<file path="src/rtl/core/erb_pkg.sv">
package erb_pkg;

    localparam int MAX_ITEMS   = 64;
    localparam int MAX_BUCKETS = 16;
    localparam int AW          = $clog2(MAX_ITEMS);
    localparam int CW          = AW + 1;
    localparam int BW          = $clog2(MAX_BUCKETS);
    localparam int BCW         = 5;
    localparam int REMW        = CW + 1;

    localparam logic REG_BUCKET_COUNT = 1'b0;

    typedef struct packed {
        logic signed [31:0] income_value;
        logic [15:0]        slot_index;
        logic               included;
        logic               last_item;
    } in_item_t;

    typedef struct packed {
        logic [15:0]   result_slot;
        logic [BW-1:0] bucket;
        logic          overflowed;
        logic          last_result;
    } out_item_t;

endpackage

</file>
<file path="src/rtl/core/erb_ram.sv">
module erb_ram #(
    parameter int WIDTH = 16,
    parameter int DEPTH = 64
) (
    input  logic                     clk,
    input  logic                     we,
    input  logic [$clog2(DEPTH)-1:0] waddr,
    input  logic [WIDTH-1:0]         wdata,
    input  logic [$clog2(DEPTH)-1:0] raddr,
    output logic [WIDTH-1:0]         rdata
);

    logic [WIDTH-1:0] mem [DEPTH];

    always_ff @(posedge clk)
    begin
        if (we)
        begin
            mem[waddr] <= wdata;
        end
        rdata <= mem[raddr];
    end

endmodule

</file>
<file path="src/rtl/core/erb_ctrl.sv">
module erb_ctrl (
    input  logic                          clk,
    input  logic                          rst_n,
    input  logic                          start,
    input  erb_pkg::in_item_t             in_item,
    input  logic [erb_pkg::BCW-1:0]       bucket_count,
    output logic                          busy,
    output logic                          result_valid,
    output erb_pkg::out_item_t            result,
    output logic                          a_we,
    output logic [erb_pkg::AW-1:0]        a_waddr,
    output logic [47:0]                   a_wdata,
    output logic [erb_pkg::AW-1:0]        a_raddr,
    input  logic [47:0]                   a_rdata,
    output logic                          b_we,
    output logic [erb_pkg::AW-1:0]        b_waddr,
    output logic [15:0]                   b_wdata,
    output logic [erb_pkg::AW-1:0]        b_raddr,
    input  logic [15:0]                   b_rdata
);

    typedef enum logic [2:0] {
        S_IDLE, S_LOAD, S_HOLD, S_SCAN, S_WRITE, S_READ, S_DIV, S_EMIT
    } state_t;

    localparam logic [erb_pkg::CW-1:0] MAXC = erb_pkg::CW'(erb_pkg::MAX_ITEMS);
    localparam logic [erb_pkg::BCW-1:0] MAXB = erb_pkg::BCW'(erb_pkg::MAX_BUCKETS);

    state_t state_reg;
    logic [erb_pkg::CW-1:0]   count_reg, n_reg, i_reg, j_reg, jd_reg, rank_reg, r_reg;
    logic                     ovf_reg, pend_reg;
    logic signed [31:0]       vi_reg;
    logic [15:0]              si_reg;
    logic [erb_pkg::BCW-1:0]  b_reg;
    logic [erb_pkg::REMW-1:0] rem_reg;
    logic [erb_pkg::BW-1:0]   q_reg;
    logic                     valid_reg;
    erb_pkg::out_item_t       result_reg;

    logic                     accept, do_store;
    logic [erb_pkg::CW-1:0]   count_next;
    logic [erb_pkg::BCW-1:0]  bsat;
    logic signed [31:0]       vj;
    logic [15:0]              sj;
    logic                     j_before;

    assign accept     = start && (state_reg == S_IDLE);
    assign do_store   = accept && in_item.included && (count_reg < MAXC);
    assign count_next = do_store ? count_reg + 1'b1 : count_reg;
    assign bsat       = (bucket_count > MAXB) ? MAXB : bucket_count;

    assign vj = a_rdata[47:16];
    assign sj = a_rdata[15:0];
    assign j_before = (vj < vi_reg) ||
                      ((vj == vi_reg) && ((sj < si_reg) ||
                       ((sj == si_reg) && (jd_reg < i_reg))));

    assign a_we    = do_store;
    assign a_waddr = count_reg[erb_pkg::AW-1:0];
    assign a_wdata = {in_item.income_value, in_item.slot_index};
    assign a_raddr = (state_reg == S_SCAN) ? j_reg[erb_pkg::AW-1:0] : i_reg[erb_pkg::AW-1:0];
    assign b_we    = (state_reg == S_WRITE);
    assign b_waddr = rank_reg[erb_pkg::AW-1:0];
    assign b_wdata = si_reg;
    assign b_raddr = r_reg[erb_pkg::AW-1:0];

    assign busy         = (state_reg != S_IDLE);
    assign result_valid = valid_reg;
    assign result       = result_reg;

    always_ff @(posedge clk or negedge rst_n)
    begin
        if (!rst_n)
        begin
            state_reg <= S_IDLE;
            count_reg <= '0;
            ovf_reg   <= 1'b0;
            valid_reg <= 1'b0;
            pend_reg  <= 1'b0;
            n_reg     <= '0;
            i_reg     <= '0;
            j_reg     <= '0;
            jd_reg    <= '0;
            rank_reg  <= '0;
            r_reg     <= '0;
            b_reg     <= '0;
            rem_reg   <= '0;
            q_reg     <= '0;
        end
        else
        begin
            valid_reg <= (state_reg == S_EMIT);
            case (state_reg)
                S_IDLE:
                begin
                    if (accept)
                    begin
                        if (in_item.last_item && ((count_next == '0) || (bsat == '0)))
                        begin
                            count_reg <= '0;
                            ovf_reg   <= 1'b0;
                        end
                        else
                        begin
                            count_reg <= count_next;
                            if (in_item.included && !do_store)
                            begin
                                ovf_reg <= 1'b1;
                            end
                            if (in_item.last_item)
                            begin
                                n_reg     <= count_next;
                                b_reg     <= bsat;
                                i_reg     <= '0;
                                state_reg <= S_LOAD;
                            end
                        end
                    end
                end
                S_LOAD:
                begin
                    state_reg <= S_HOLD;
                end
                S_HOLD:
                begin
                    vi_reg    <= vj;
                    si_reg    <= sj;
                    rank_reg  <= '0;
                    j_reg     <= '0;
                    pend_reg  <= 1'b0;
                    state_reg <= S_SCAN;
                end
                S_SCAN:
                begin
                    if (pend_reg && j_before)
                    begin
                        rank_reg <= rank_reg + 1'b1;
                    end
                    if (j_reg != n_reg)
                    begin
                        pend_reg <= 1'b1;
                        jd_reg   <= j_reg;
                        j_reg    <= j_reg + 1'b1;
                    end
                    else
                    begin
                        pend_reg <= 1'b0;
                        if (!pend_reg)
                        begin
                            state_reg <= S_WRITE;
                        end
                    end
                end
                S_WRITE:
                begin
                    i_reg <= i_reg + 1'b1;
                    if (i_reg + 1'b1 == n_reg)
                    begin
                        r_reg     <= '0;
                        q_reg     <= '0;
                        rem_reg   <= '0;
                        state_reg <= S_READ;
                    end
                    else
                    begin
                        state_reg <= S_LOAD;
                    end
                end
                S_READ:
                begin
                    state_reg <= S_DIV;
                end
                S_DIV:
                begin
                    if (rem_reg >= erb_pkg::REMW'(n_reg))
                    begin
                        rem_reg <= rem_reg - erb_pkg::REMW'(n_reg);
                        q_reg   <= q_reg + 1'b1;
                    end
                    else
                    begin
                        state_reg <= S_EMIT;
                    end
                end
                S_EMIT:
                begin
                    result_reg.result_slot <= b_rdata;
                    result_reg.bucket      <= q_reg;
                    result_reg.overflowed  <= ovf_reg;
                    result_reg.last_result <= (r_reg + 1'b1 == n_reg);
                    rem_reg <= rem_reg + erb_pkg::REMW'(b_reg);
                    r_reg   <= r_reg + 1'b1;
                    if (r_reg + 1'b1 == n_reg)
                    begin
                        count_reg <= '0;
                        ovf_reg   <= 1'b0;
                        state_reg <= S_IDLE;
                    end
                    else
                    begin
                        state_reg <= S_READ;
                    end
                end
                default:
                begin
                    state_reg <= S_IDLE;
                end
            endcase
        end
    end

    a_count_bound: assert property (@(posedge clk) disable iff (!rst_n)
        count_reg <= MAXC)
        else $error("item count above capacity");

    a_strobe_single: assert property (@(posedge clk) disable iff (!rst_n)
        valid_reg |=> !valid_reg)
        else $error("result strobe held");

    a_batch_clear: assert property (@(posedge clk) disable iff (!rst_n)
        (valid_reg && result_reg.last_result) |-> (count_reg == '0 && !ovf_reg && !busy))
        else $error("batch state not cleared after final result");

endmodule

</file>
<file path="src/rtl/core/equal_rank_bucket_assigner_top.sv">
// After the last item, each stored item is ranked against all others, then results are emitted in rank order.
// Throughput: one item per cycle while collecting; the ranking pass rereads the item memory
// once per stored item, so batch time grows with the square of the included-item count.
// Results are one-cycle strobes and cannot be stalled by the receiver.
// Reset: rst_n is asynchronous, active low; clears counts, flags and bucket_count to 5.
module equal_rank_bucket_assigner_top (
    input  logic                clk,
    input  logic                rst_n,
    input  logic                start,
    input  erb_pkg::in_item_t   in_item,
    output logic                busy,
    output logic                result_valid,
    output erb_pkg::out_item_t  result,
    input  logic                psel,
    input  logic                penable,
    input  logic                pwrite,
    input  logic [2:0]          paddr,
    input  logic [31:0]         pwdata,
    output logic [31:0]         prdata,
    output logic                pready
);

    logic [erb_pkg::BCW-1:0] bucket_count_reg;
    logic                    a_we, b_we;
    logic [erb_pkg::AW-1:0]  a_waddr, a_raddr, b_waddr, b_raddr;
    logic [47:0]             a_wdata, a_rdata;
    logic [15:0]             b_wdata, b_rdata;

    assign pready = 1'b1;
    assign prdata = (paddr[2] == erb_pkg::REG_BUCKET_COUNT) ?
                    {{(32-erb_pkg::BCW){1'b0}}, bucket_count_reg} : 32'd0;

    always_ff @(posedge clk or negedge rst_n)
    begin
        if (!rst_n)
        begin
            bucket_count_reg <= erb_pkg::BCW'(5);
        end
        else if (psel && penable && pwrite && (paddr[2] == erb_pkg::REG_BUCKET_COUNT))
        begin
            bucket_count_reg <= pwdata[erb_pkg::BCW-1:0];
        end
    end

    erb_ram #(.WIDTH(48), .DEPTH(erb_pkg::MAX_ITEMS)) u_item_ram (
        .clk   (clk),
        .we    (a_we),
        .waddr (a_waddr),
        .wdata (a_wdata),
        .raddr (a_raddr),
        .rdata (a_rdata)
    );

    erb_ram #(.WIDTH(16), .DEPTH(erb_pkg::MAX_ITEMS)) u_rank_ram (
        .clk   (clk),
        .we    (b_we),
        .waddr (b_waddr),
        .wdata (b_wdata),
        .raddr (b_raddr),
        .rdata (b_rdata)
    );

    erb_ctrl u_ctrl (
        .clk          (clk),
        .rst_n        (rst_n),
        .start        (start),
        .in_item      (in_item),
        .bucket_count (bucket_count_reg),
        .busy         (busy),
        .result_valid (result_valid),
        .result       (result),
        .a_we         (a_we),
        .a_waddr      (a_waddr),
        .a_wdata      (a_wdata),
        .a_raddr      (a_raddr),
        .a_rdata      (a_rdata),
        .b_we         (b_we),
        .b_waddr      (b_waddr),
        .b_wdata      (b_wdata),
        .b_raddr      (b_raddr),
        .b_rdata      (b_rdata)
    );

endmodule
</file>
<file path="config.mk">
export PLATFORM = sky130hd
export DESIGN_NAME = equal_rank_bucket_assigner_top
export DESIGN_NICKNAME = d
export VERILOG_FILES = /design/src/rtl/core/erb_pkg.sv /design/src/rtl/core/erb_ram.sv /design/src/rtl/core/erb_ctrl.sv /design/src/rtl/core/equal_rank_bucket_assigner_top.sv
export SDC_FILE = /design/constraint.sdc
export NUM_CORES = 2
export LEC_CHECK = 0
export BUFFER_PORTS_ARGS = -buffer_cell sky130_fd_sc_hd__buf_4
export CELL_PAD_IN_SITES_DETAIL_PLACEMENT = 1
export CELL_PAD_IN_SITES_GLOBAL_PLACEMENT = 2
export CORE_MARGIN = 1.5
export CORE_UTILIZATION = 28
export CTS_CLUSTER_DIAMETER = 100
export DETAILED_ROUTE_END_ITERATION = 10
export GPL_TIMING_DRIVEN = 0
export PLACE_DENSITY = 0.54
export SLEW_MARGIN = 40
export SYNTH_ARGS = -nofsm -noshare
export SYNTH_HDL_FRONTEND = slang
export SYNTH_SLANG_ARGS = --single-unit
</file>
<file path="constraint.sdc">
create_clock -name clk -period 12.9 [get_ports clk]
set_clock_uncertainty 0.15 [all_clocks]
set_input_delay 1.935 -clock clk [delete_from_list [all_inputs] [get_ports clk]]
set_output_delay 1.935 -clock clk [all_outputs]
set_load 0.05 [all_outputs]
</file>
==> impl_metrics.json <==
{
  "place_area_um2": 192000,
  "grt-ovfl-total": 0,
  "maxSlewViolCount": 0,
  "rr_worst_depth": 13,
  "path_buf_inv": 6,
  "critPathCaptureType": "flip-flop",
  "cts_hold_buf": 0,
  "synth-edff-count": 4166,
  "async_flop_share": 0.0176,
  "critPathRequiredTime_ns": 13.56,
  "dpl.hpwl_mm": 522,
  "yosysTopAreaCell": "edfxtp_1",
  "min_from": "u_item_ram.rdata[3]",
  "cts_made_buffers": 471,
  "min_path_cells": 0,
  "syn_to_final_growth_pct": 23.0,
  "cpMostUsedCell": "buf_2",
  "grt_use_total": 0.226,
  "worstPathMaxFanout": 10,
  "cts_max_level": 5,
  "drc_errors": 0,
  "syn_area_um2": 169000,
  "synth_ff_type": "edfxtp_1",
  "reg2reg_to": "u_item_ram.rdata[10]",
  "min_to": "u_ctrl.b_wdata[3]",
  "hold_viol_final": 0,
  "clock_latency_ns": 1.09,
  "totalWireLength_mm": 702,
  "critPathLaunchType": "flip-flop",
  "crit_chain": "buf_4 -> nand3b_4 -> mux2i_2 -> buf_2 -> buf_4 -> buf_2 -> buf_2 -> buf_2 -> nand3_1 -> nand3_1 -> a21oi_1 -> nor4_2 -> o311ai_2",
  "p_leak_uw": 0.0678,
  "drt_iter0_drc": 12600,
  "tritoncts": "done",
  "max_stage_delay_ns": 0.76,
  "r2r_slack_ns": 6.85,
  "fmax_mhz": 165,
  "maxCapViolCount": 0,
  "final_nets": 11400,
  "tightest_slew_ns": 1.01,
  "grt_pass1_wl_mm": 935,
  "yosys_warnings": 0,
  "fin_crit_ns": 6.05,
  "cp.arrival_ns": 6.71,
  "gp_congestion": 0.888,
  "post_cts_buffers": 0,
  "die_h_um": 779,
  "cts.path.max_buffers": 4,
  "finalInstanceArea_um2": 207000,
  "top_regs": "u_item_ram.mem x3072, u_rank_ram.mem x1024, u_item_ram.rdata x48",
  "ioPinCount": 148,
  "top_register": "u_item_ram.mem",
  "cts_root_buffer": "clkbuf_16",
  "postRouteAntennaNets": 0,
  "grt_antenna_before_repair": 84,
  "critPathKind": "flip-flop to flip-flop",
  "detail_route.wl_per_cell_um": 35.6,
  "vdd_drop_max_mv": 0.123,
  "yosysUniqueCellTypes": 78,
  "cts.clk_slew.worst_paths_ns": 0.06,
  "grt_pass1_vias": 104000,
  "path_delay_family": "buffers and inverters",
  "std_cell_rows": 284,
  "grt_max_degree": 79,
  "setup_viol": 0,
  "power.density_nw_per_um2": 140,
  "synthTopCellsByArea": "edfxtp_1, mux4_2, nand2_1, a311oi_1, nand3_1",
  "synth_seq_cells": 4306,
  "layout-drive-gt1-share": 0.230,
  "synth_top_area_frac": 0.742,
  "rsz0062_at_grt": "no",
  "postSynthCellCount": 10100,
  "largest_register_ffs": 3072,
  "first_pass_iters": 6,
  "outcome": "completed",
  "dieWidth_um": 779,
  "fin_crit_sh": 0.469,
  "io_buffers": 90,
  "r2r-start": "u_ctrl.state_reg[0]",
  "finalSetupTns_ns": 0,
  "postSynthAreaPerCell_um2": 16.6,
  "hp-class": "flip-flop to flip-flop",
  "start_util": 0.281,
  "vias": 103000,
  "synth-seq-area-share": 0.761,
  "cp_slowest_cell": "mux2i_2",
  "dieArea_um2": 607000,
  "cts_resized": 0,
  "core_area_um2": 599000,
  "routed_via_density": 5.22,
  "cts_sinks": 4306,
  "relSlewSlack": 0.325,
  "nFillCells": 60700
}
layout make-up:
class | count | area [µm²] | area share
sequential | 4306 | 128000 | 0.619
multi-input combinational | 5110 | 39600 | 0.191
clock buffer | 612 | 12500 | 0.0605
timing repair buffer | 637 | 10800 | 0.0519
tap | 8008 | 10000 | 0.0483
buffer | 680 | 3270 | 0.0158
clock inverter | 258 | 2460 | 0.0119
inverter | 77 | 289 | 0.00139
antenna | 44 | 110 | 0.000531
worst reg2reg max path: cells and delay by family, from the launching register on:
| kind | cells | cell delay (ns) |
|---|---|---|
| muxes | 1 | 0.76 |
| and+or+nand+nor | 4 | 1.11 |
| AOI/OAI and AO/OA | 2 | 0.48 |
| DFF | 1 | 0.36 |
| buffers and inverters | 6 | 3.01 |
cells in the mapped netlist (32+ instances only):
cell and n:
a21oi_1 86, a311oi_1 482, and3_1 190, buf_1 93, buf_2 227, buf_4 51
clkbuf_1 304, dfrtp_1 74, dfxtp_1 64, edfxtp_1 4166, ha_1 72, inv_1 75
mux4_2 616, nand2_1 2284, nand3_1 772, nor2_1 162, or4_1 38, xnor2_1 32
how the worst max path moves through the flow:
stage                   startpoint               endpoint  slack, ns  cells past startpoint
3_3_place_gp                 start  u_item_ram.mem[8][46]      -5.54                      7
3_5_place_dp                 start  u_item_ram.mem[46][2]       6.92                     14
6_report       u_ctrl.state_reg[0]   u_item_ram.rdata[10]       6.85                     13
2_1_floorplan                start   u_item_ram.mem[8][0]       4.81                      6
4_1_cts        u_ctrl.state_reg[0]   u_item_ram.rdata[10]       7.08                     13
5_1_grt        u_ctrl.state_reg[0]   u_item_ram.rdata[10]       7.01                     13
cell usage in the layout, fill, tap and decap left out, drive strengths merged, types with 20 or more instances in the layout:
| cell type | n |
|---|---|
| nor2 | 163 |
| nor4 | 22 |
| nand2 | 2284 |
| ha | 72 |
| a21oi | 87 |
| and3 | 190 |
| or4 | 39 |
| buf | 1012 |
| xnor2 | 32 |
| dfxtp | 64 |
| conb | 28 |
| nand3 | 772 |
| edfxtp | 4166 |
| clkbuf | 917 |
| o21ai | 27 |
| bufinv | 38 |
| mux2i | 23 |
| dfrtp | 74 |
| a31oi | 20 |
| mux4 | 616 |
| mux2 | 23 |
| clkinv | 197 |
| diode | 44 |
| inv | 90 |
| a311oi | 482 |
metrics by stage:
step | util | setup slack, ns | cells | total power [µW] | hold WS, ns
6_report | 0.346 | 6.85 | 19700 | 29000 | 0.233
3_3_place_gp | 0.299 | -5.54 | 18300 | 15800 | 0.249
2_1_floorplan | - | 4.81 | 10200 | 15600 | 0.236
5_1_grt | 0.346 | 7.01 | 19700 | 29700 | 0.226
4_1_cts | 0.346 | 7.08 | 19700 | 29200 | 0.230
3_5_place_dp | 0.321 | 6.92 | 18800 | 15900 | 0.242
cell families after synthesis:
| logic type | Yosys count | synth area share |
|---|---|---|
| AOI/OAI and AO/OA | 729 | 0.0349 |
| muxes | 662 | 0.0852 |
| xor gates and xnor gates | 51 | 0.00265 |
| adders and majority gates | 74 | 0.00558 |
| DFF | 4306 | 0.761 |
| other | 2 | 0.0000445 |
| buffers and inverters | 757 | 0.0199 |
| and+or+nand+nor | 3566 | 0.0910 |
report_power, final:
group          switching [µW]  internal (µW)  total [µW]
logic                     252           38.5         291
registers                7.40          15300       15300
clock network            5830           7590       13400
routing by layer:
metal | vias to the layer above | routed length (µm) | global-route usage
li1 | 41900 | - | -
met1 | 55800 | 294000 | 0.307
met2 | 4255 | 335000 | 0.374
met4 | 10 | 25900 | 0.0718
met3 | 985 | 47500 | 0.0329
met5 | - | 57 | 0
Power figures use the tool's default switching activity.
